==> src/rtl/mvmp_pkg.sv <==
// ----------------------------------------------------------------------------
// mvmp_pkg: shared types and constants
// Field widths and the reduction step record for the vector-matrix product.
// ----------------------------------------------------------------------------
`default_nettype none
package mvmp_pkg;
  localparam int VAL_W   = 37;
  localparam int PROD_W  = 74;
  localparam int ACC_W   = 96;
  localparam int CNT_W   = 11;
  localparam int IDX_W   = 10;
  localparam int RED_CELLS = 24;   // cells in the reduction chain
  localparam int RED_BITS  = 4;    // accumulator bits consumed per cell
  localparam logic CFG_MODULUS      = 1'b0;
  localparam logic CFG_COLUMN_COUNT = 1'b1;

  typedef logic [VAL_W-1:0] val_t;
  typedef logic [ACC_W-1:0] acc_t;

  typedef struct packed {
    logic              vld;
    logic [IDX_W-1:0]  idx;
    logic              last_col;
    logic              zero_mod;
    val_t              p;
    val_t              r;
    acc_t              acc;
  } red_t;
endpackage
`default_nettype wire

==> src/rtl/mvmp_red_cell.sv <==
// ----------------------------------------------------------------------------
// mvmp_red_cell: one cell of the reduction chain
// Folds RED_BITS accumulator bits into the running remainder, hands on.
// ----------------------------------------------------------------------------
`default_nettype none
module mvmp_red_cell (
  input  wire             clk,
  input  wire             rst_n,
  input  mvmp_pkg::red_t  din,
  output mvmp_pkg::red_t  dout
);
  import mvmp_pkg::*;
  red_t r_nxt;
  logic [VAL_W:0] t;
  always_comb begin
    r_nxt = din;
    t = '0;
    for (int i = 0; i < RED_BITS; i++) begin
      t = {r_nxt.r, r_nxt.acc[ACC_W-1]};
      r_nxt.acc = {r_nxt.acc[ACC_W-2:0], 1'b0};
      if (t >= {1'b0, r_nxt.p}) t = t - {1'b0, r_nxt.p};
      r_nxt.r = t[VAL_W-1:0];
    end
  end
  always_ff @(posedge clk) begin
    if (!rst_n) dout.vld <= 1'b0;
    else dout.vld <= din.vld;
    dout.idx <= r_nxt.idx;
    dout.last_col <= r_nxt.last_col;
    dout.zero_mod <= r_nxt.zero_mod;
    dout.p <= r_nxt.p;
    dout.r <= r_nxt.r;
    dout.acc <= r_nxt.acc;
  end
endmodule
`default_nettype wire

==> config.mk <==
export PLATFORM = sky130hd
export DESIGN_NAME = mvmp_red_cell
export DESIGN_NICKNAME = d
export VERILOG_FILES = /design/src/rtl/mvmp_pkg.sv /design/src/rtl/mvmp_red_cell.sv
export SDC_FILE = /design/constraint.sdc
export NUM_CORES = 1
export LEC_CHECK = 0
export ABC_AREA = 1
export BUFFER_PORTS_ARGS = -buffer_cell sky130_fd_sc_hd__buf_4
export CAP_MARGIN = 20
export CORE_AREA = 2 2 169 171
export DETAILED_ROUTE_END_ITERATION = 12
export DIE_AREA = 0 0 171 173
export GPL_TIMING_DRIVEN = 1
export PLACE_DENSITY_LB_ADDON = 0.05
export SLEW_MARGIN = 30
export SYNTH_ARGS = -nofsm -noshare
export SYNTH_HDL_FRONTEND = slang
export SYNTH_SLANG_ARGS = --single-unit
export TNS_END_PERCENT = 20
==> constraint.sdc <==
create_clock -name clk -period 14.4 [get_ports clk]
set_input_delay 0.72 -clock clk [delete_from_list [all_inputs] [get_ports clk]]
set_output_delay 0.72 -clock clk [all_outputs]
set_load 0.005 [all_outputs]
# After elaboration in Yosys (flattened, before gate mapping)
# Cells that the tools add are included.
# classes
addsub,4
n_eq_ne,0
multipliers,0
bitwise_logic,0
n_mux,4
magnitude_cmp,4
shift,0
n_div,0
n_reduce_logical,0
# op_table
op,count
38-bit by 37-bit greater-or-equal comparator with 1-bit output,4
37-bit 2-to-1 mux,4
37-bit subtractor,4
# word_totals
memories,0
mem_bits_rw,0
latchBits,0
romBits,0
out_inout_bits,183
input_bits,185
register_bits,179

# Depth between registers and ports, before layout
# logic_depth
word_depth,8
mapped_depth,74

# Worst setup path before layout
# No wires, ideal clock.
# synth_timing
path_type,input-to-reg
startpoint,input port din[95] (netlist bit)
endpoint,register dout[102] (netlist bit)
setup_ps,58
setup_slack_ps,6358
cell_stages,59
arrival_ps,7984
n_path_buf,5
required_time_ps,14342
cell_sequence,inv_1 -> ha_1 -> inv_1 -> fa_1 -> nand2_1 -> nand3_2 -> nand3_1 -> nand4_2 -> buf_6 -> or2_2 -> nand2_1 -> inv_1 -> ha_1 -> nand2_1 -> inv_1 -> a21oi_1 -> nand2_1 -> a21oi_1 -> [... 23 more ...] -> buf_2 -> o21ai_2 -> ha_1 -> a21oi_1 -> o21ai_0 -> nand2_1 -> o211a_1 -> nand2_1 -> nand2_1 -> nand3_1 -> nand2_1 -> nand2_1 -> a21oi_1 -> nand2_2 -> nor2_8 -> buf_6 -> nand2_1 -> nand2_1
# synth_between
elab_chain_cells,8
word_cells_on_any_way,12
# synth_rtl
element,line,source
from (decl),mvmp_red_cell.sv:9,"input mvmp_pkg::red_t din,"
37-bit subtractor or 38-bit by 37-bit greater-or-equal comparator with 1-bit output (tied branches),mvmp_red_cell.sv:21,"if (t >= {1'b0, r_nxt.p}) t = t - {1'b0, r_nxt.p};"
37-bit 2-to-1 mux *,mvmp_red_cell.sv:21,
37-bit subtractor or 38-bit by 37-bit greater-or-equal comparator with 1-bit output (tied branches),mvmp_red_cell.sv:21,
37-bit 2-to-1 mux *,mvmp_red_cell.sv:21,
37-bit subtractor or 38-bit by 37-bit greater-or-equal comparator with 1-bit output (tied branches),mvmp_red_cell.sv:21,
37-bit 2-to-1 mux *,mvmp_red_cell.sv:21,
37-bit subtractor or 38-bit by 37-bit greater-or-equal comparator with 1-bit output (tied branches),mvmp_red_cell.sv:21,
37-bit 2-to-1 mux *,mvmp_red_cell.sv:21,
via t[6],mvmp_red_cell.sv:14,logic [VAL_W:0] t;
to (decl),mvmp_red_cell.sv:10,output mvmp_pkg::red_t dout
# The timed path passes the listed nets; every way through them passes the cells marked *.
# A chain may end at the register's enable or synchronous reset.

# Final worst setup path
# layout_timing
startpoint,input port din[95] (netlist bit)
endpoint,register dout[118] (netlist bit)
# Same word-level chain as after synthesis.

==> results_dict.tcl <==
set metrics [dict create \
    crit_path_top_delay_cell "inv_2" \
    routabilityCongestion 1.021 \
    hold_path_class "in -> reg" \
    setup_viol 0 \
    floorplan.initialDensity_pct 54.21 \
    synthToLayoutAreaGrowth_pct 23.58 \
    first_global_vias 16436 \
    drcViolationCount 0 \
    finalWirelength_um 64970 \
    dieArea_um2 29580 \
    cts_tree "done" \
    cts_buffer_depth 2 \
    num_vias 17268 \
    synth_seq_area_share_pct 23.93 \
    tns_ps 0 \
    async_flop_share_pct 0 \
    crit_path_frequent_cell "nand2_1" \
    num_rows 61 \
    ant_nets 0 \
    endpoint_kind "register" \
    grt-ovfl-total 0 \
    required_ps 14800 \
    syn-cell-area_um2 14980 \
    die_h_um 173 \
    drt_iter0_markers 1884 \
    max_freq_ghz 0.07813 \
    hold_viol 0 \
    synth_area_leader_cell "dfxtp_1" \
    portBuffers 363 \
    placed_area_um2 17920 \
    maxCapViolCount 0 \
    syn_avg_cell_area_um2 6.520 \
    synth_ff_type "dfxtp_1" \
    wl_per_cell_um 21.31 \
    synthAdderAreaFrac_pct 12.90 \
    synth_edf_count 0 \
    drive_above_1_share_pct 18.00 \
    synthMuxAreaShare_pct 0 \
    nNetsFinal 2990 \
    top_regs "dout x179" \
    slew-limit-headroom_pct 35.02 \
    synth-xor-area-share_pct 7.135 \
    cts_max_level 4 \
    critPathKind "in -> reg" \
    period_share_pct 88.88 \
    start_kind "input pin" \
    powerDensity_nw_per_um2 243.4 \
    synth_seq_cells 179 \
    worst-path-max-fanout 69 \
    synth_simple_gate_area_share_pct 31.55 \
    first_pass_iters 6 \
    finalInstanceArea_um2 18510 \
    num_io_pins 368 \
    fill_cells 2468 \
    period_needed_ps 12800 \
    worst_slack_ps 1601 \
    syn-instance-count 2297 \
    grt_setup_unrepaired "false" \
    postCtsSetupBuffers 0 \
    viasPerCell 5.663 \
    grt_max_degree 70 \
    postCtsHoldBufs 0 \
    synth_compound_area_share_pct 15.88 \
    antenna_found_initial 5 \
    cts_sinks 179 \
    synth_cell_types 55 \
    worst-slew-pin-transition_ps 974.7 \
    largest_reg_flops 179 \
    drv_slew 0 \
    root_buffer "clkbuf_16" \
    synth_top_family_by_area "simple AND/OR/NAND/NOR gates" \
    grt_use_total_pct 42.47 \
    status "finished, final reports clean" \
    irDropWorstVdd_mv 0.2516 \
    cts_buffers 17 \
    postLayoutCoreUtil_pct 66.99 \
    arrival_ps 13190 \
    top_register "dout" \
    post-place-ws_ps 2049 \
    die_w_um 171 \
    grt_pass1_wl_um 95280 \
    synth_top_area_share_pct 23.93 \
    hpwl_um 52400 \
    max_stage_delay_ps 1000 \
    leakage_nw 9.584 \
    synth_area_leaders "dfxtp_1, nand2_1, ha_1" \
    cts-resized-gates 0 \
    clk_pin_slew_worst_paths_ps 90 \
    core_area_um2 27630 \
    synth_warnings 0 \
]
[cells in the final DEF (no fill, tap or decap), types with 16 or more instances in the layout]
cell,synthesis,final
nand2_1,717,717
buf_4,7,365
inv_1,263,263
nor2_1,223,223
a21oi_1,184,184
dfxtp_1,179,179
ha_1,148,148
o21ai_0,96,96
xor2_1,66,66
nand3_1,64,64
xnor2_1,56,56
o21bai_1,29,29
nand4_1,29,29
nand2_2,22,22
nor3_1,22,22
o21ai_1,22,22
clkbuf_16,0,17
a21o_1,16,16
[cell usage after synthesis (4+ instances only)]
master,count
nand2_1,717
inv_1,263
nor2_1,223
a21oi_1,184
dfxtp_1,179
ha_1,148
o21ai_0,96
xor2_1,66
nand3_1,64
xnor2_1,56
nand4_1,29
o21bai_1,29
nand2_2,22
nor3_1,22
o21ai_1,22
a21o_1,16
buf_6,13
nor2_2,12
a21oi_2,11
a31oi_1,11
o21a_1,10
o21ai_2,10
nor4_1,9
or2_2,9
buf_2,7
buf_4,7
o211ai_1,7
nand3b_1,5
a21boi_0,4
fa_1,4
nand3_2,4
[through the flow]
stage | instances | hold slack, ps | total power, mW
floorplan | 2300 | 747.7 | 3.087
global placement | 3012 | 824.3 | 3.827
detailed placement | 3012 | 825.6 | 3.893
CTS | 3044 | 338.4 | 4.388
global route | 3049 | 339.4 | 4.842
finish | 3049 | 345.7 | 4.504
[final timing paths]
check	start	end	slack (ps)	depth (start not counted)
worst max-delay path	din[95]	dout[118]$_DFF_P_	1600	59
worst min-delay path	din[50]	dout[54]$_DFF_P_	350	1
[power by group]
group | internal (mW) | switching (mW) | total (mW)
registers | 0.602 | 0.0301 | 0.633
logic | 1.19 | 2.21 | 3.40
clock network | 0.230 | 0.238 | 0.468
[logic make-up after synthesis]
group,after synthesis
simple gates,1130
compound gates,414
buf+inv,299
flops,179
fa+ha+maj,152
xor+xnor,122
other cells,1
[critical path, delay by kind of cell]
kind	cells	cell delay, ps
simple gates	36	5990
compound gates	10	2710
fa+ha+maj	5	1950
buf+inv	8	1660
[area by class of cell]
class	instances	area, um2	area share [%]
antenna	5	12.51	0.06760
clock buffer	18	429.2	2.319
clock inverter	14	142.6	0.7707
inverter	268	1007	5.442
multi-input combinational	1822	10120	54.68
sequential	179	3583	19.36
tap	378	473.0	2.555
timing repair buffer	365	2740	14.81
[layer usage]
layer | track usage (%) | vias to the layer above | share of wire [%]
li1 | - | 8189 | -
met1 | 52.63 | 7768 | 39
met2 | 64.87 | 1080 | 42
met3 | 12.89 | 231 | 11
met4 | 24.61 | 0 | 6.8
met5 | 0 | - | 0
(Power assumes the default switching activity.)
